<file path="config.mk">
export PLATFORM = sky130hd
export DESIGN_NAME = fisr_mul
export DESIGN_NICKNAME = d
export VERILOG_FILES = /design/src/rtl/fisr_pkg.sv /design/src/rtl/fisr_mul.sv
export SDC_FILE = /design/constraint.sdc
export NUM_CORES = 2
export LEC_CHECK = 0
export BUFFER_PORTS_ARGS = -buffer_cell sky130_fd_sc_hd__buf_2
export CORE_ASPECT_RATIO = 1.2
export CORE_MARGIN = 5
export CORE_UTILIZATION = 41
export DETAILED_ROUTE_END_ITERATION = 6
export GPL_ROUTABILITY_DRIVEN = 0
export SETUP_SLACK_MARGIN = 0.15
export SYNTH_ARGS = -nofsm -noshare
export SYNTH_HDL_FRONTEND = slang
export SYNTH_SLANG_ARGS = --single-unit
</file>
<file path="constraint.sdc">
create_clock -name clock -period 22.4 [get_ports clock]
set_input_delay 4.48 -clock clock [delete_from_list [all_inputs] [get_ports clock]]
set_output_delay 4.48 -clock clock [all_outputs]
set_load 0.02 [all_outputs]
</file>
<file path="src/rtl/fisr_pkg.sv">
`default_nettype none
// ----------------------------------------------------------------------------
// fisr_pkg
// Shared constants and leading-zero helpers for the rsqrt datapath.
// ----------------------------------------------------------------------------
package fisr_pkg;

   localparam logic [31:0] MAGIC_SEED   = 32'h5f3759df;
   localparam logic [31:0] CANON_NAN    = 32'h7fc00000;
   localparam logic [31:0] ONE_HALF     = 32'h3f000000;
   localparam logic [31:0] THREE_HALVES = 32'h3fc00000;
   localparam int          Y_DEPTH      = 12;

   // leading zeros of a 48-bit product (48 when zero)
   function automatic logic [5:0] lzc48(input logic [47:0] v);
      logic [5:0] n;
      logic       hit;
      n   = 6'd48;
      hit = 1'b0;
      for (int i = 47; i >= 0; i--) begin
         if (!hit && v[i]) begin
            n   = 6'(47 - i);
            hit = 1'b1;
         end
      end
      return n;
   endfunction

   // leading zeros of a 28-bit sum (28 when zero)
   function automatic logic [4:0] lzc28(input logic [27:0] v);
      logic [4:0] n;
      logic       hit;
      n   = 5'd28;
      hit = 1'b0;
      for (int i = 27; i >= 0; i--) begin
         if (!hit && v[i]) begin
            n   = 5'(27 - i);
            hit = 1'b1;
         end
      end
      return n;
   endfunction

endpackage
`default_nettype wire

</file>
<file path="src/rtl/fisr_mul.sv">
`default_nettype none
// ----------------------------------------------------------------------------
// fisr_mul
// Three-stage single-precision multiplier, round to nearest even, subnormals.
// ----------------------------------------------------------------------------
module fisr_mul (
   input  wire logic        clock,
   input  wire logic        reset,
   input  wire logic        in_valid,
   input  wire logic [31:0] in_a,
   input  wire logic [31:0] in_b,
   output logic             out_valid,
   output logic [31:0]      out_bits
);
   import fisr_pkg::*;

   // stage 1: unpack and multiply
   logic        v1_ff, s1_ff, nan1_ff, inf1_ff, zero1_ff;
   logic [47:0] prod1_ff;
   logic [8:0]  esum1_ff;
   logic        nan1_in, inf1_in, zero1_in;
   logic [23:0] ma, mb;
   logic [7:0]  ea, eb;
   logic        a_nan, b_nan, a_inf, b_inf, a_zero, b_zero;

   always_comb begin
      a_nan  = (in_a[30:23] == 8'hff) && (in_a[22:0] != 23'd0);
      b_nan  = (in_b[30:23] == 8'hff) && (in_b[22:0] != 23'd0);
      a_inf  = (in_a[30:23] == 8'hff) && (in_a[22:0] == 23'd0);
      b_inf  = (in_b[30:23] == 8'hff) && (in_b[22:0] == 23'd0);
      a_zero = (in_a[30:0] == 31'd0);
      b_zero = (in_b[30:0] == 31'd0);
      ma     = {(in_a[30:23] != 8'd0), in_a[22:0]};
      mb     = {(in_b[30:23] != 8'd0), in_b[22:0]};
      ea     = (in_a[30:23] == 8'd0) ? 8'd1 : in_a[30:23];
      eb     = (in_b[30:23] == 8'd0) ? 8'd1 : in_b[30:23];
      nan1_in  = a_nan || b_nan || (a_inf && b_zero) || (b_inf && a_zero);
      inf1_in  = a_inf || b_inf;
      zero1_in = a_zero || b_zero;
   end

   always_ff @(posedge clock) begin
      if (reset) begin
         v1_ff <= 1'b0;
      end else begin
         v1_ff <= in_valid;
      end
      s1_ff    <= in_a[31] ^ in_b[31];
      nan1_ff  <= nan1_in;
      inf1_ff  <= inf1_in;
      zero1_ff <= zero1_in;
      prod1_ff <= ma * mb;
      esum1_ff <= {1'b0, ea} + {1'b0, eb};
   end

   // stage 2: exponent and shift amount
   logic        v2_ff, s2_ff, nan2_ff, inf2_ff, zero2_ff, left2_ff, ovf2_ff;
   logic [47:0] prod2_ff;
   logic [6:0]  sh2_ff;
   logic [7:0]  e2_ff;
   logic [5:0]  lz;
   logic signed [11:0] e_full, sh_full;
   logic [6:0]  sh2_in;
   logic        left2_in;

   always_comb begin
      lz     = lzc48(prod1_ff);
      e_full = $signed({3'b0, esum1_ff}) - 12'sd126 - $signed({6'b0, lz});
      if (e_full >= 12'sd1) begin
         sh_full = 12'sd24 - $signed({6'b0, lz});
      end else begin
         sh_full = 12'sd25 - $signed({6'b0, lz}) - e_full;
      end
      left2_in = sh_full < 12'sd0;
      if (left2_in) begin
         sh2_in = 7'(-sh_full);
      end else if (sh_full > 12'sd72) begin
         sh2_in = 7'd72;
      end else begin
         sh2_in = 7'(sh_full);
      end
   end

   always_ff @(posedge clock) begin
      if (reset) begin
         v2_ff <= 1'b0;
      end else begin
         v2_ff <= v1_ff;
      end
      s2_ff    <= s1_ff;
      nan2_ff  <= nan1_ff;
      inf2_ff  <= inf1_ff;
      zero2_ff <= zero1_ff;
      prod2_ff <= prod1_ff;
      left2_ff <= left2_in;
      sh2_ff   <= sh2_in;
      ovf2_ff  <= e_full >= 12'sd255;
      e2_ff    <= (e_full >= 12'sd1) ? e_full[7:0] : 8'd1;
   end

   // stage 3: align, round, pack
   logic         v3_ff;
   logic [31:0]  bits3_ff;
   logic [119:0] xw;
   logic [23:0]  mm;
   logic         g, st, inc;
   logic [7:0]   eenc;
   logic [30:0]  rnd;
   logic [31:0]  bits3_in;

   always_comb begin
      if (left2_ff) begin
         xw = {prod2_ff, 72'd0} << sh2_ff;
      end else begin
         xw = {prod2_ff, 72'd0} >> sh2_ff;
      end
      mm   = xw[95:72];
      g    = xw[71];
      st   = |xw[70:0];
      inc  = g && (st || mm[0]);
      eenc = mm[23] ? e2_ff : 8'd0;
      rnd  = {eenc, mm[22:0]} + {30'd0, inc};
      if (nan2_ff) begin
         bits3_in = CANON_NAN;
      end else if (inf2_ff || (!zero2_ff && ovf2_ff)) begin
         bits3_in = {s2_ff, 8'hff, 23'd0};
      end else if (zero2_ff) begin
         bits3_in = {s2_ff, 31'd0};
      end else begin
         bits3_in = {s2_ff, rnd};
      end
   end

   always_ff @(posedge clock) begin
      if (reset) begin
         v3_ff <= 1'b0;
      end else begin
         v3_ff <= v2_ff;
      end
      bits3_ff <= bits3_in;
   end

   assign out_valid = v3_ff;
   assign out_bits  = bits3_ff;

endmodule
`default_nettype wire

</file>
# Word level (Yosys, flattened, before mapping)
# Cells that the tools add are included.
op_classes:
  add_sub_neg: 8
  mul: 1
  n_lt_le_gt_ge: 4
  eq_ne: 2
  shift: 2
  muxes: 104
  n_bitwise: 1
  n_reduce_logical: 123
ops:
  columns: ["operator", "count"]
  rows:
  - ["2-to-1 mux 6 bit", 48]
  - ["<< shifter 120 x 7 -> 96 bit", 1]
  - ["right shift 120 x 7 -> 96 bit", 1]
  - ["2-to-1 mux 96 bit", 1]
  - ["OR reduction 71 bit", 1]
  - ["zero test 31 bit", 2]
  - ["logical AND 1 bit", 55]
  - ["zero test 1 bit", 48]
  - ["multiplier 24 x 24 -> 48 bit", 1]
  - ["2-to-1 mux 1 bit", 47]
  - ["zero test 23 bit", 2]
  - ["nonzero test 23 bit", 2]
  - ["adder 31 x 1 -> 31 bit", 1]
  - ["2-to-1 mux 31 bit", 1]
  - ["2-to-1 mux 8 bit", 3]
  - ["2-to-1 mux 23 bit", 1]
  - ["== test 8 bit, second input constant", 2]
  - ["zero test 8 bit", 2]
  - ["nonzero test 8 bit", 2]
  - ["2-to-1 mux 7 bit", 2]
  - ["subtractor 5 x 6 -> 7 bit, first input constant", 2]
  - ["greater-than comparator 12 x 8 -> 1 bit, second input constant", 1]
  - ["less-than comparator 12 x 1 -> 1 bit, second input constant", 1]
  - ["2-to-1 mux 12 bit", 1]
  - ["11 further kinds", 17]
word_totals:
  regBits: 165
  input_bits: 67
  output_inout_bits: 33
  word_cells: 266

# Logic depth before layout (Yosys ltp)
depth:
  ltp_word: 148
  depth_mapped: 29
  ltp_nobuf: 28

# Worst setup path before layout
# No wires, ideal clock.
synth_timing:
  kind: "input to register"
  startpoint: "in in_b[3]"
  endpoint: "reg prod1_ff[46]"
  setup_ns: 0.072
  arrival_time_ns: 11.390
  required_time_ns: 22.328
  path_slack_ns: 10.938
  cell_stages: 25
  n_path_buf: 1
  cell_sequence: "clkbuf_1 > nand2_1 > fa_1 > inv_1 > fa_1 > fa_1 > fa_1 > fa_1 > inv_1 > fa_1 > inv_1 > fa_1 > ha_1 > a21o_1 > a2111oi_0 > o211ai_1 > a21oi_1 > o21ai_0 > a31o_2 > a211o_1 > a41oi_1 > a21oi_1 > o21a_1 > nor2_1 > xnor2_1"
synth_via:
  elab_chain_cells: 1
synth_lines:
  columns: ["item", "line_no", "source"]
  rows:
  - ["start, declared", "fisr_mul.sv:11", "input wire logic [31:0] in_b,"]
  - ["multiplier 24 x 24 -> 48 bit", "fisr_mul.sv:52", "prod1_ff <= ma * mb;"]
  - ["end signal, assigned", "fisr_mul.sv:52", null]
  - ["end, declared", "fisr_mul.sv:19", "logic [47:0] prod1_ff;"]
# No other way between the ends.
# A chain may end at the register's enable or synchronous reset.

# Final worst setup path
layout_timing:
  startpoint: "in in_a[15]"
  endpoint: "reg prod1_ff[46]"
layout_via:
  elab_chain_cells: 1
layout_lines:
  columns: ["item", "line_no", "source"]
  rows:
  - ["start, declared", "fisr_mul.sv:10", "input wire logic [31:0] in_a,"]
  - ["multiplier 24 x 24 -> 48 bit", "fisr_mul.sv:52", null]
# No other way between the ends.

==> results.txt <==
The maximum cell stage delay along the critical path came out at 0.94 ns. The count of clock tree sinks came out at 165. The timing endpoint of the critical path is prod1_ff[46]$_DFF_P_. The initial cell density of the core is 41.28%. The number of warning messages in the yosys log came out at 0. The first-pass GRT wire length is 133.9 mm. The overall fraction of global-route tracks in use is 21.31%. The H-tree generated during clock tree synthesis spans 4 levels.

The number of synthesized flops with an enable pin is 0. The kind of capture point of the worst setup path is a register. The total CTS buffers came out at 17.

The predominant post-synthesis flop cell is sky130_fd_sc_hd__dfxtp_1. The class of the tightest hold or removal check is register to register. TritonCTS built the clock tree. The total standard cell area after synthesis is 29,790 um2. The number of DRC violations after detailed-routing iteration 0 is 1,596. The via density per instance came out at 5.451. The synthesized netlist devotes 41.18% of its cell area to adder and majority cells. In this run the vertical extent of the chip is 305.3 um. The initialized floorplan defines 108 standard-cell rows. The clock input transition at the sequential cells of the worst setup and hold paths is 0.07 ns. The number of cells produced by synthesis is 3,275. The post-route core utilization came out at 43.34%. The area share of and/or/nand/nor cells after synthesis came out at 17.59%.

The sequential share of the synthesized area is 11.09%. The number of top-level pins is 100. Input and output buffers added on the ports amount to 99. Of the post-synthesis cell area, the part taken by muxes is 9.837%.

The required time of the critical path came out at 22.78 ns. The number of hold-slack violations in the final timing report came out at 0. Sorting the synthesized cells by area gives the leading types as sky130_fd_sc_hd__fa_1, sky130_fd_sc_hd__dfxtp_1, sky130_fd_sc_hd__ha_1, sky130_fd_sc_hd__inv_1, sky130_fd_sc_hd__nand2_1. The clock period minus worst slack came out at 12.19 ns. Summed over its instances, the top area cell type makes up 32.66% of the synthesized netlist area.

The worst reg-to-reg path cell count is 25. In this run the horizontal extent of the chip is 256.1 um. The run finished with clean final reports. The number of setup violations in the final report came out at 0. CTS placed an instance of sky130_fd_sc_hd__clkbuf_16 at the clock tree root. Setup repair after global routing left no endpoint under its margin. The total negative slack for setup checks is 0 ns.

The final layout contains 3,986 nets. The cell that appears most often on the critical path is sky130_fd_sc_hd__fa_1. The count of nets left with antenna violations once routing finished came out at 0. The number of antenna violations at the first check in global routing came out at 2.

The number of maximum-capacitance constraint violations came out at 0. The worst register-to-register path ends at sh2_ff[2]$_DFF_P_. The fraction of registers with async set/reset came out at 0%. The detailed placer's ending HPWL is 63.55 mm. The critical path is of the input pin to register type. By area, the combinational part of the netlist is dominated by adder cells.

For this run, design rule violations remaining after detail routing come to 0. The count of vias placed by the detailed router came out at 22.78k. The cell with the largest stage delay on the worst path is sky130_fd_sc_hd__a2111oi_0. The transition time of the tightest slew-check pin came out at 1.061 ns. The highest achievable clock rate is 0.08203 GHz. The deepest clock path buffer count came out at 2. The sort of element at the start of the critical path is an input pin. The synthesized design spends more area on one cell type than any other, namely sky130_fd_sc_hd__fa_1. The data arrival time of the critical path came out at 12.57 ns. The critical path goes through buf_2 -> and2_1 -> fa_1 -> fa_1 -> fa_1 -> fa_1 -> fa_1 -> inv_1 -> fa_1 -> inv_1 -> fa_1 -> ha_1 -> a21o_1 -> a2111oi_0 -> o211ai_1 -> a21oi_1 -> o21ai_0 -> a31o_2 -> a211o_1 -> a41oi_1 -> a21oi_1 -> o21a_1 -> nor2_1 -> xnor2_1. The number of optimization iterations in the first detailed-route pass came out at 7. The wire length per cell after detailed routing is 19.75 um. Between clock sinks in the finished design, the worst skew comes to 0.01315 ns. The number of antenna repair diodes is 0. The floorplan step defined a die boundary enclosing 78,170 um2. The detailed-route wire length is 82.55 mm.

The minimum setup slack among reg-to-reg paths is 14.56 ns. Entering global routing, the biggest net connects 63 pins. The synthesis-stage register bit count came out at 165.

The via count of the first global-routing pass is 24.02k. The number of pins with negative max-slew slack in the final report is 0. The average footprint of a synthesized cell came out at 9.096 um2.

The final setup slack of the worst path is 10.21 ns. After layout, the worst path uses 54.42% of the clock period. The area of the core came out at 72,160 um2. The minimum setup slack after placement is 9.799 ns. Post-CTS repair changed the size of 0 cells. The layout-stage area growth over the synthesis result is 4.977%.

The clock reaches the later pin of the worst-skew pair after 0.45 ns. The worst max-slew margin expressed relative to the limit came out at 27.43%. The post-synthesis cell type count came out at 89. In this run the critical register-to-register path is launched from prod1_ff[43]$_DFF_P_. The startpoint of the most critical setup path is in_a[15]. Once the clock tree was built, the setup fixing pass inserted 0 buffers.

The quantity of hold-fixing buffers added after cts came out at 0. The fraction of layout instances using a drive strength above 1 is 8.816%. When the netlist entered floorplanning its net count stood at 4,030. The area fraction in compound gates after synthesis came out at 7.682%. The remaining global-route overflow came out at 0.

The parity-gate share of the synthesized area counting xor and xnor cells is 2.970%. The top fanout value on the critical path is 25.
## sequential cells by signal, indices dropped and copies added (netlist names), 7 cells and up
name	flops
prod2_ff	48
e2_ff	8
out_bits	32
prod1_ff	48
sh2_ff	7
esum1_ff	9
## metal layers
layer	vias up	routed length [um]	track usage, %
met3	224	5347	3.401
met4	2	3759	8.525
met5	-	13	0
met2	831	39460	36.06
li1	10422	-	-
met1	11299	33970	27.52
## cells by family after synthesis
group	count (synthesis)
xor gates and xnor gates	101
and+or+nand+nor	1076
buffers and inverters	711
adders and majority gates	689
AOI/OAI and AO/OA	350
DFF	165
muxes	183
## worst max-delay path: cells and delay by family
family,cells,cell delay (ns)
xor+xnor,1,0.12
fa+ha+maj,8,3.84
compound gates,10,3.13
simple gates,2,0.36
buf+inv,3,0.61
## cells in the final DEF (no fill, tap or decap), types with 60 or more instances in the layout
cell	synthesis	layout
sky130_fd_sc_hd__nand2_1	454	454
sky130_fd_sc_hd__o21ai_0	71	71
sky130_fd_sc_hd__fa_1	486	486
sky130_fd_sc_hd__buf_2	6	99
sky130_fd_sc_hd__ha_1	202	202
sky130_fd_sc_hd__a21oi_1	83	83
sky130_fd_sc_hd__mux2i_1	70	70
sky130_fd_sc_hd__dfxtp_1	165	162
sky130_fd_sc_hd__and2_1	217	217
sky130_fd_sc_hd__nor2_1	161	161
sky130_fd_sc_hd__mux4_2	69	69
sky130_fd_sc_hd__inv_1	526	525
sky130_fd_sc_hd__xnor2_1	60	60
## metrics by stage
step | hold WS (ns) | instance area (um2) | instances
3_3_place_gp | 0.3127 | 30720 | 4147
6_report | 0.3269 | 31270 | 4179
5_1_grt | 0.3420 | 31270 | 4179
3_5_place_dp | 0.3132 | 30720 | 4147
2_1_floorplan | 0.3096 | 29790 | 3275
4_1_cts | 0.3300 | 31270 | 4179
## layout make-up
class                           count  area, um2
Fill cell                        7197      40890
Multi-Input combinational cell   2399      23610
Sequential cell                   165       3312
Inverter                          530       1989
Tap cell                          935       1170
Timing Repair Buffer              118      638.1
Clock buffer                       18      429.2
Clock inverter                     14      118.9
## worst min path at each step
stage	start	endpoint	slack, ns	cells after the start
4_1_cts	s1_ff$_DFF_P_	s2_ff$_DFF_P_	0.33	0
5_1_grt	nan1_ff$_DFF_P_	nan2_ff$_DFF_P_	0.34	0
6_report	s1_ff$_DFF_P_	s2_ff$_DFF_P_	0.33	0
3_5_place_dp	s1_ff$_DFF_P_	s2_ff$_DFF_P_	0.31	0
3_3_place_gp	inf1_ff$_DFF_P_	inf2_ff$_DFF_P_	0.31	0
2_1_floorplan	inf1_ff$_DFF_P_	inf2_ff$_DFF_P_	0.31	0
## synth_stat cells (31+ instances only)
master,count
sky130_fd_sc_hd__xor2_1,41
sky130_fd_sc_hd__o21ai_0,71
sky130_fd_sc_hd__clkbuf_1,138
sky130_fd_sc_hd__and2_1,217
sky130_fd_sc_hd__nor2b_1,31
sky130_fd_sc_hd__nand2_1,454
sky130_fd_sc_hd__a21oi_1,83
sky130_fd_sc_hd__mux2i_1,70
sky130_fd_sc_hd__ha_1,202
sky130_fd_sc_hd__nor2_1,161
sky130_fd_sc_hd__mux4_2,69
sky130_fd_sc_hd__mux2_2,32
sky130_fd_sc_hd__xnor2_1,60
sky130_fd_sc_hd__dfxtp_1,165
sky130_fd_sc_hd__inv_1,526
sky130_fd_sc_hd__nor3_1,48
sky130_fd_sc_hd__fa_1,486
Power is left out: the tool's default activity adds up to more than one toggle a clock period on the data nets, which glitch-free logic cannot reach.
