$ cat src/rtl/fisr_pkg.sv
`default_nettype none
// ----------------------------------------------------------------------------
// fisr_pkg
// Shared constants and leading-zero helpers for the rsqrt datapath.
// ----------------------------------------------------------------------------
package fisr_pkg;

   localparam logic [31:0] MAGIC_SEED   = 32'h5f3759df;
   localparam logic [31:0] CANON_NAN    = 32'h7fc00000;
   localparam logic [31:0] ONE_HALF     = 32'h3f000000;
   localparam logic [31:0] THREE_HALVES = 32'h3fc00000;
   localparam int          Y_DEPTH      = 12;

   // leading zeros of a 48-bit product (48 when zero)
   function automatic logic [5:0] lzc48(input logic [47:0] v);
      logic [5:0] n;
      logic       hit;
      n   = 6'd48;
      hit = 1'b0;
      for (int i = 47; i >= 0; i--) begin
         if (!hit && v[i]) begin
            n   = 6'(47 - i);
            hit = 1'b1;
         end
      end
      return n;
   endfunction

   // leading zeros of a 28-bit sum (28 when zero)
   function automatic logic [4:0] lzc28(input logic [27:0] v);
      logic [4:0] n;
      logic       hit;
      n   = 5'd28;
      hit = 1'b0;
      for (int i = 27; i >= 0; i--) begin
         if (!hit && v[i]) begin
            n   = 5'(27 - i);
            hit = 1'b1;
         end
      end
      return n;
   endfunction

endpackage
`default_nettype wire

$ cat src/rtl/fisr_sub.sv
`default_nettype none
// ----------------------------------------------------------------------------
// fisr_sub
// Three-stage single-precision subtractor a - b, round to nearest even.
// ----------------------------------------------------------------------------
module fisr_sub (
   input  wire logic        clock,
   input  wire logic        reset,
   input  wire logic        in_valid,
   input  wire logic [31:0] in_a,
   input  wire logic [31:0] in_b,
   output logic             out_valid,
   output logic [31:0]      out_bits
);
   import fisr_pkg::*;

   // stage 1: specials, order by magnitude
   logic        v1_ff, sl1_ff, esub1_ff, nan1_ff, inf1_ff, infs1_ff;
   logic [23:0] ml1_ff, ms1_ff;
   logic [7:0]  el1_ff, d1_ff;
   logic [31:0] bn, big, sml;
   logic        a_nan, b_nan, a_inf, b_inf, swap;
   logic [7:0]  eb_big, eb_sml;

   always_comb begin
      bn     = {~in_b[31], in_b[30:0]};
      a_nan  = (in_a[30:23] == 8'hff) && (in_a[22:0] != 23'd0);
      b_nan  = (bn[30:23] == 8'hff) && (bn[22:0] != 23'd0);
      a_inf  = (in_a[30:23] == 8'hff) && (in_a[22:0] == 23'd0);
      b_inf  = (bn[30:23] == 8'hff) && (bn[22:0] == 23'd0);
      swap   = bn[30:0] > in_a[30:0];
      big    = swap ? bn : in_a;
      sml    = swap ? in_a : bn;
      eb_big = (big[30:23] == 8'd0) ? 8'd1 : big[30:23];
      eb_sml = (sml[30:23] == 8'd0) ? 8'd1 : sml[30:23];
   end

   always_ff @(posedge clock) begin
      if (reset) begin
         v1_ff <= 1'b0;
      end else begin
         v1_ff <= in_valid;
      end
      sl1_ff   <= big[31];
      esub1_ff <= in_a[31] ^ bn[31];
      nan1_ff  <= a_nan || b_nan || (a_inf && b_inf && (in_a[31] != bn[31]));
      inf1_ff  <= a_inf || b_inf;
      infs1_ff <= a_inf ? in_a[31] : bn[31];
      ml1_ff   <= {(big[30:23] != 8'd0), big[22:0]};
      ms1_ff   <= {(sml[30:23] != 8'd0), sml[22:0]};
      el1_ff   <= eb_big;
      d1_ff    <= eb_big - eb_sml;
   end

   // stage 2: align and add
   logic        v2_ff, sl2_ff, esub2_ff, nan2_ff, inf2_ff, infs2_ff;
   logic [27:0] sum2_ff;
   logic [7:0]  el2_ff;
   logic [53:0] shw;
   logic [26:0] al;
   logic [5:0]  dcl;

   always_comb begin
      dcl = (d1_ff > 8'd27) ? 6'd27 : d1_ff[5:0];
      shw = {ms1_ff, 3'b000, 27'd0} >> dcl;
      al  = {shw[53:28], shw[27] | (|shw[26:0])};
   end

   always_ff @(posedge clock) begin
      if (reset) begin
         v2_ff <= 1'b0;
      end else begin
         v2_ff <= v1_ff;
      end
      sl2_ff   <= sl1_ff;
      esub2_ff <= esub1_ff;
      nan2_ff  <= nan1_ff;
      inf2_ff  <= inf1_ff;
      infs2_ff <= infs1_ff;
      el2_ff   <= el1_ff;
      sum2_ff  <= esub1_ff ? ({1'b0, ml1_ff, 3'b000} - {1'b0, al})
                           : ({1'b0, ml1_ff, 3'b000} + {1'b0, al});
   end

   // stage 3: normalize, round, pack
   logic        v3_ff;
   logic [31:0] bits3_ff;
   logic [4:0]  lz;
   logic [7:0]  shl;
   logic [27:0] lsh;
   logic [26:0] s27;
   logic [8:0]  ee;
   logic [23:0] mm;
   logic        inc;
   logic [7:0]  eenc;
   logic [30:0] rnd;
   logic [31:0] bits3_in;

   always_comb begin
      lz  = lzc28(sum2_ff);
      shl = 8'd0;
      lsh = sum2_ff;
      if (sum2_ff[27]) begin
         s27 = {sum2_ff[27:2], sum2_ff[1] | sum2_ff[0]};
         ee  = {1'b0, el2_ff} + 9'd1;
      end else begin
         shl = (({3'b0, lz} - 8'd1) < (el2_ff - 8'd1)) ? ({3'b0, lz} - 8'd1)
                                                       : (el2_ff - 8'd1);
         lsh = sum2_ff << shl;
         s27 = lsh[26:0];
         ee  = {1'b0, el2_ff - shl};
      end
      mm   = s27[26:3];
      inc  = s27[2] && ((|s27[1:0]) || mm[0]);
      eenc = mm[23] ? ee[7:0] : 8'd0;
      rnd  = {eenc, mm[22:0]} + {30'd0, inc};
      if (nan2_ff) begin
         bits3_in = CANON_NAN;
      end else if (inf2_ff) begin
         bits3_in = {infs2_ff, 8'hff, 23'd0};
      end else if (sum2_ff == 28'd0) begin
         bits3_in = {sl2_ff & ~esub2_ff, 31'd0};
      end else if (ee >= 9'd255) begin
         bits3_in = {sl2_ff, 8'hff, 23'd0};
      end else begin
         bits3_in = {sl2_ff, rnd};
      end
   end

   always_ff @(posedge clock) begin
      if (reset) begin
         v3_ff <= 1'b0;
      end else begin
         v3_ff <= v2_ff;
      end
      bits3_ff <= bits3_in;
   end

   assign out_valid = v3_ff;
   assign out_bits  = bits3_ff;

endmodule
`default_nettype wire
$ cat config.mk
export PLATFORM = sky130hd
export DESIGN_NAME = fisr_sub
export DESIGN_NICKNAME = d
export VERILOG_FILES = /design/src/rtl/fisr_pkg.sv /design/src/rtl/fisr_sub.sv
export SDC_FILE = /design/constraint.sdc
export NUM_CORES = 1
export LEC_CHECK = 0
export ABC_AREA = 0
export BUFFER_PORTS_ARGS = -buffer_cell sky130_fd_sc_hd__buf_4
export CORE_ASPECT_RATIO = 0.9
export CORE_UTILIZATION = 41
export CTS_BUF_LIST = sky130_fd_sc_hd__clkbuf_4 sky130_fd_sc_hd__clkbuf_8
export DETAILED_ROUTE_END_ITERATION = 12
export GPL_ROUTABILITY_DRIVEN = 1
export PLACE_DENSITY = 0.56
export SKIP_LAST_GASP = 1
export SLEW_MARGIN = 20
export SYNTH_ARGS = -nofsm -noshare
export SYNTH_HDL_FRONTEND = slang
export SYNTH_SLANG_ARGS = --single-unit
$ cat constraint.sdc
create_clock -name clock -period 9.1 [get_ports clock]
set_input_delay 0.91 -clock clock [delete_from_list [all_inputs] [get_ports clock]]
set_output_delay 0.91 -clock clock [all_outputs]
set_load 0.02 [all_outputs]
* Word level (Yosys, flattened, before mapping) *
Cells that the tools add are included.

operators by class
  shift operators = 2
  reduce and logical (&&, ||, !) cells = 78
  mux-type cells = 69
  bitwise operators = 6
  $lt $le $gt $ge = 4
  equal/unequal tests = 3
  $add $sub $neg = 8

operators by type and width
  kind                                                           number
  5-bit two-way mux                                              28
  32-bit two-way mux                                             3
  31-bit two-way mux                                             2
  54-bit by 6-bit >> shifter with 54-bit output                  1
  23-bit logical NOT                                             2
  23-bit nonzero test                                            2
  1-bit logical AND                                              34
  8-bit two-way mux                                              4
  31-bit by 1-bit adder with 31-bit output                       1
  31-bit > comparator                                            1
  27-bit by 27-bit adder with 28-bit output                      1
  28-bit logical NOT                                             1
  1-bit two-way mux                                              28
  28-bit two-way mux                                             1
  28-bit by 8-bit << shifter with 27-bit output                  1
  27-bit by 27-bit subtractor with 28-bit output                 1
  1-bit logical NOT                                              27
  27-bit two-way mux                                             1
  27-bit OR reduction                                            1
  8-bit == test, second input constant                           2
  8-bit logical NOT                                              2
  8-bit nonzero test                                             2
  8-bit subtractor                                               2
  8-bit by 1-bit adder with 9-bit output, second input constant  1
  15 further kinds                                               21

word-level totals
  register bits after elaboration = 145
  output and inout port bits = 33
  logic and storage cells = 192

* Longest topological paths before layout *
  depth in word-level cells = 94
  gate-level depth with buffers = 37

* Least setup slack after synthesis *
OpenSTA, ideal clock, no wires.

  path kind = register to register
  start point = register sum2_ff[15]
  end point = register bits3_ff[6], in the netlist out_bits[6]
  clock period less this slack = 7.275 ns
  data required time = 9.035 ns
  library setup time = 0.065 ns
  stages on the path, launching flop included = 37
  data arrival time = 7.210 ns
  slack = 1.825 ns
  path through = dfxtp_1 -> buf_4 -> nor4_4 -> nand4_2 -> a311oi_2 -> a21oi_2 -> or2_1 -> inv_2 -> buf_6 -> ha_1 -> inv_1 -> clkbuf_1 -> clkbuf_1 -> ha_1 -> a21oi_1 -> nor2b_1 -> or4_4 -> o31a_1 -> buf_4 -> a21oi_4 -> nor2_2 -> inv_2 -> buf_4 -> buf_4 -> ha_1 -> fa_1 -> inv_1 -> a21o_1 -> maj3_1 -> a21o_1 -> a21oi_1 -> xor2_1 -> o21ai_0 -> a31oi_1 -> nand2_1 -> clkbuf_1 -> nor2_1

on the way
  longest elaborated chain between the ends = 56
  elaborated cells between the ends (all ways) = 76
  classes of those cells = 3 x add/sub; 2 x order compare; 1 x shift; 34 x mux; 36 x reduce/logical

RTL lines
  item                                           RTL line         source
  from (decl)                                    fisr_sub.sv:57   logic [27:0] sum2_ff;
  from (signal assigned)                         fisr_sub.sv:81   sum2_ff <= esub1_ff ? ({1'b0, ml1_ff, 3'b000} - {1'b0, al})
  1-bit logical AND                              fisr_pkg.sv:36   if (!hit && v[i]) begin
  1-bit two-way mux                              fisr_pkg.sv:36
  1-bit logical NOT                              fisr_pkg.sv:36
  1-bit logical AND                              fisr_pkg.sv:36
  1-bit two-way mux                              fisr_pkg.sv:36
  1-bit logical NOT                              fisr_pkg.sv:36
  1-bit logical AND                              fisr_pkg.sv:36
  1-bit two-way mux                              fisr_pkg.sv:36
  [... 40 more ...]                              --
  8-bit less-than comparator                     fisr_sub.sv:107  shl = (({3'b0, lz} - 8'd1) < (el2_ff - 8'd1)) ? ({3'b0, lz} - 8'd1)
  8-bit two-way mux                              fisr_sub.sv:107
  28-bit by 8-bit << shifter with 27-bit output  fisr_sub.sv:109  lsh = sum2_ff << shl;
  27-bit two-way mux                             fisr_sub.sv:103  if (sum2_ff[27]) begin
  2-bit OR reduction                             fisr_sub.sv:114  inc = s27[2] && ((|s27[1:0]) || mm[0]);
  1-bit logical OR                               fisr_sub.sv:114
  1-bit logical AND                              fisr_sub.sv:114
  31-bit by 1-bit adder with 31-bit output       fisr_sub.sv:116  rnd = {eenc, mm[22:0]} + {30'd0, inc};
  to (signal assigned)                           fisr_sub.sv:136  bits3_ff <= bits3_in;
  to (decl)                                      fisr_sub.sv:87   logic [31:0] bits3_ff;

Parallel ways exist; a longest one is shown, timed or not.
A chain may end at the register's enable or synchronous reset.

* Final worst setup path *
  start point = register sum2_ff[20]
  end point = register bits3_ff[21], in the netlist out_bits[21]

on the way
  longest elaborated chain between the ends = 71
  elaborated cells between the ends (all ways) = 96
  classes of those cells = 3 x add/sub; 2 x order compare; 1 x shift; 44 x mux; 46 x reduce/logical

RTL lines
  item                                           RTL line
  1-bit logical AND                              fisr_pkg.sv:36
  1-bit two-way mux                              fisr_pkg.sv:36
  1-bit logical NOT                              fisr_pkg.sv:36
  1-bit logical AND                              fisr_pkg.sv:36
  1-bit two-way mux                              fisr_pkg.sv:36
  1-bit logical NOT                              fisr_pkg.sv:36
  1-bit logical AND                              fisr_pkg.sv:36
  1-bit two-way mux                              fisr_pkg.sv:36
  [... 55 more ...]                              --
  8-bit less-than comparator                     fisr_sub.sv:107
  8-bit two-way mux                              fisr_sub.sv:107
  28-bit by 8-bit << shifter with 27-bit output  fisr_sub.sv:109
  27-bit two-way mux                             fisr_sub.sv:103
  2-bit OR reduction                             fisr_sub.sv:114
  1-bit logical OR                               fisr_sub.sv:114
  1-bit logical AND                              fisr_sub.sv:114
  31-bit by 1-bit adder with 31-bit output       fisr_sub.sv:116

Parallel ways exist; a longest one is shown, timed or not.

==> flow_summary.json <==
{
  "outcome": "complete, no violations",
  "crit_path_start_kind": "register",
  "drt-pass1-iter-count": 8,
  "cts.repair.resized": 0,
  "ys_ff_latch": 145,
  "gp_congestion": 1.03,
  "synth_common_cells": "241 x nand2_1, 145 x dfxtp_1, 136 x nor2_1",
  "hold_viol": 0,
  "power.share.clock": 0.118,
  "max_slew_margin": 0.257,
  "yosysWarnings": 0,
  "setup_tns_ps": 0,
  "min_period_ps": 8430,
  "grt_pass1_wl_mm": 86.4,
  "switchingPower_mw": 2.55,
  "grt_overflow": 0,
  "synth_edf_count": 0,
  "grt_antenna_before_repair": 1,
  "cp_max_fo": 22,
  "p_leak_nw": 7.01,
  "worstSetupPathType": "register to register",
  "grt_usage": 0.327,
  "pwr-share-comb": 0.650,
  "timing.final.crit_share": 0.927,
  "finalSetupViolCount": 0,
  "syn_inst": 1842,
  "num_rows": 64,
  "synth_top_cell_area_share": 0.203,
  "num_vias": 14759,
  "cap_violations": 0,
  "cts_root_buf": "clkbuf_8",
  "p_int_mw": 2.20,
  "clock.fmax_mhz": 119,
  "clock_skew_ps": 18.1,
  "clock_latency_ps": 510,
  "cts_hold_buf": 0,
  "ioPinCount": 100,
  "hold_path_class": "register to register",
  "synth_area_leaders": "dfxtp_1 20%, ha_1 9.1%, nand2_1 6.3%, mux2i_1 4.1%, nor2_1 3.6%",
  "place_area_mm2": 0.0155,
  "grt_max_degree": 70,
  "synth.distinct_cells": 107,
  "end_kind": "register",
  "fp.dieH_um": 179,
  "start_util": 0.418,
  "cts.clk_slew.worst_paths_ps": 90,
  "finalNetCount": 2080,
  "die_w_um": 199,
  "crit_required_ps": 9520,
  "clock-sinks": 145,
  "syn_nets": 2016,
  "postRouteAntennaNets": 0,
  "slowest_stage": "or4_4",
  "grt_pass1_vias": 13506,
  "avgRoutedWirePerCell_um": 23.9,
  "drc_errors": 0,
  "clockBufferDepth": 2,
  "peakVddDrop_mv": 0.145,
  "switching_share": 0.537,
  "via_per_inst": 6.20,
  "power_per_cell_area_mw_per_mm2": 298,
  "ys.flop_type": "dfxtp_1",
  "layout-drive-gt1-share": 0.167,
  "cts_setup_buffers": 0,
  "rsz0062_at_grt": "no",
  "layout_setup_ws_ps": 668,
  "final_area_mm2": 0.0159,
  "placeableCoreArea_mm2": 0.0341,
  "yosysTopAreaCell": "dfxtp_1",
  "drt_wl_total_mm": 56.9,
  "tightest_slew_ps": 1110,
  "arrival_ps": 8850,
  "port_buffers": 99,
  "syn-cell-area_mm2": 0.0143,
  "areaGrowthSynthToFinish_pct": 11.5,
  "cts_tree": "built",
  "finalMaxSlewViolations": 0,
  "drt_iter0_markers": 1626,
  "htreeDepth": 4,
  "dp_worst_setup_slack_ps": 939,
  "synthArstFlopShare": 0,
  "seqPwrFrac": 0.232,
  "cts_buffers": 17,
  "yosysSeqAreaShare": 0.203,
  "yosysMostFrequentCell": "nand2_1",
  "max_stage_delay_ps": 580,
  "syn_area_per_cell_um2": 7.74,
  "die-area_mm2": 0.0355,
  "hpwl_mm": 45.5
}
worst paths after layout:
kind / from / cells after the start / endpoint / slack (ps)
setup / recovery: sum2_ff[20] / 32 / out_bits[21] / 670
hold / removal: el1_ff[5] / 0 / el2_ff[5] / 330
setup reg to reg: sum2_ff[20] / 32 / out_bits[21] / 670
hold reg to reg: el1_ff[5] / 0 / el2_ff[5] / 330
sequential cells by signal (all words and copies together), names as in the netlist, 8 cells and up:
| name | count |
|---|---|
| out_bits | 32 |
| sum2_ff | 28 |
| ml1_ff | 24 |
| ms1_ff | 24 |
| d1_ff | 8 |
| el1_ff | 8 |
| el2_ff | 8 |
power groups by stage:
stage	registers, mW	clock network, mW	logic (mW)
6_report	1.10	0.558	3.08
5_1_grt	1.12	0.598	3.30
4_1_cts	1.09	0.575	2.98
3_5_place_dp	1.10	0	2.97
3_3_place_gp	1.09	0	3.00
2_1_floorplan	0.995	0	2.00
metrics by stage:
stage	power [mW]	cells	hold WS, ps	utilization
after floorplan	3.00	1842	310	-
after global placement	4.09	2349	314	0.454
after detailed placement	4.07	2349	312	0.454
after CTS	4.65	2381	336	0.466
after global routing	5.02	2381	340	0.466
final	4.74	2382	333	0.466
cells in the final DEF (no fill, tap or decap), types with 58 or more instances in the layout:
cell type / instances
ha_1: 104
dfxtp_1: 144
nand2_1: 241
nor3_1: 60
a21oi_1: 86
buf_4: 156
nor2_1: 136
o21ai_0: 80
inv_1: 107
mux2i_1: 58
layer usage:
metal | vias to the layer above | GRT usage | share of wire
met1 | 7063 | 0.495 | 0.48
met5 | - | 0 | 0
met3 | 81 | 0.0852 | 0.11
li1 | 6867 | - | -
met4 | 0 | 0.0910 | 0.023
met2 | 748 | 0.443 | 0.39
kinds of logic (layout without fill, tap and decap cells):
kind of cell / Yosys count / after routing / synth area share
flip-flops: 145 / 145 / 0.203
multiplexers: 107 / 107 / 0.0936
AND/OR/NAND/NOR: 703 / 703 / 0.250
AO/OA/AOI/OAI: 474 / 474 / 0.239
adder cells (fa/ha/maj): 109 / 109 / 0.0968
buffers and inverters: 227 / 304 / 0.0697
XOR/XNOR: 77 / 77 / 0.0473
other: 0 / 1 / 0
final cells by class:
cell class | instances | area [µm²]
tap | 462 | 578
fill | 3424 | 18200
inverter | 116 | 435
clock buffer | 17 | 234
antenna | 1 | 2.50
timing repair buffer | 156 | 1170
sequential | 145 | 2900
multi-input combinational | 1470 | 10400
clock inverter | 15 | 184
worst max-delay path, delay by kind of cell, from the launching register on:
family / cells / cell delay [ps]
adder cells (fa/ha/maj): 4 / 1140
flip-flops: 1 / 480
AO/OA/AOI/OAI: 10 / 2560
AND/OR/NAND/NOR: 13 / 3190
buffers and inverters: 3 / 640
XOR/XNOR: 2 / 340
No activity file was read; power rests on OpenSTA's default activity.
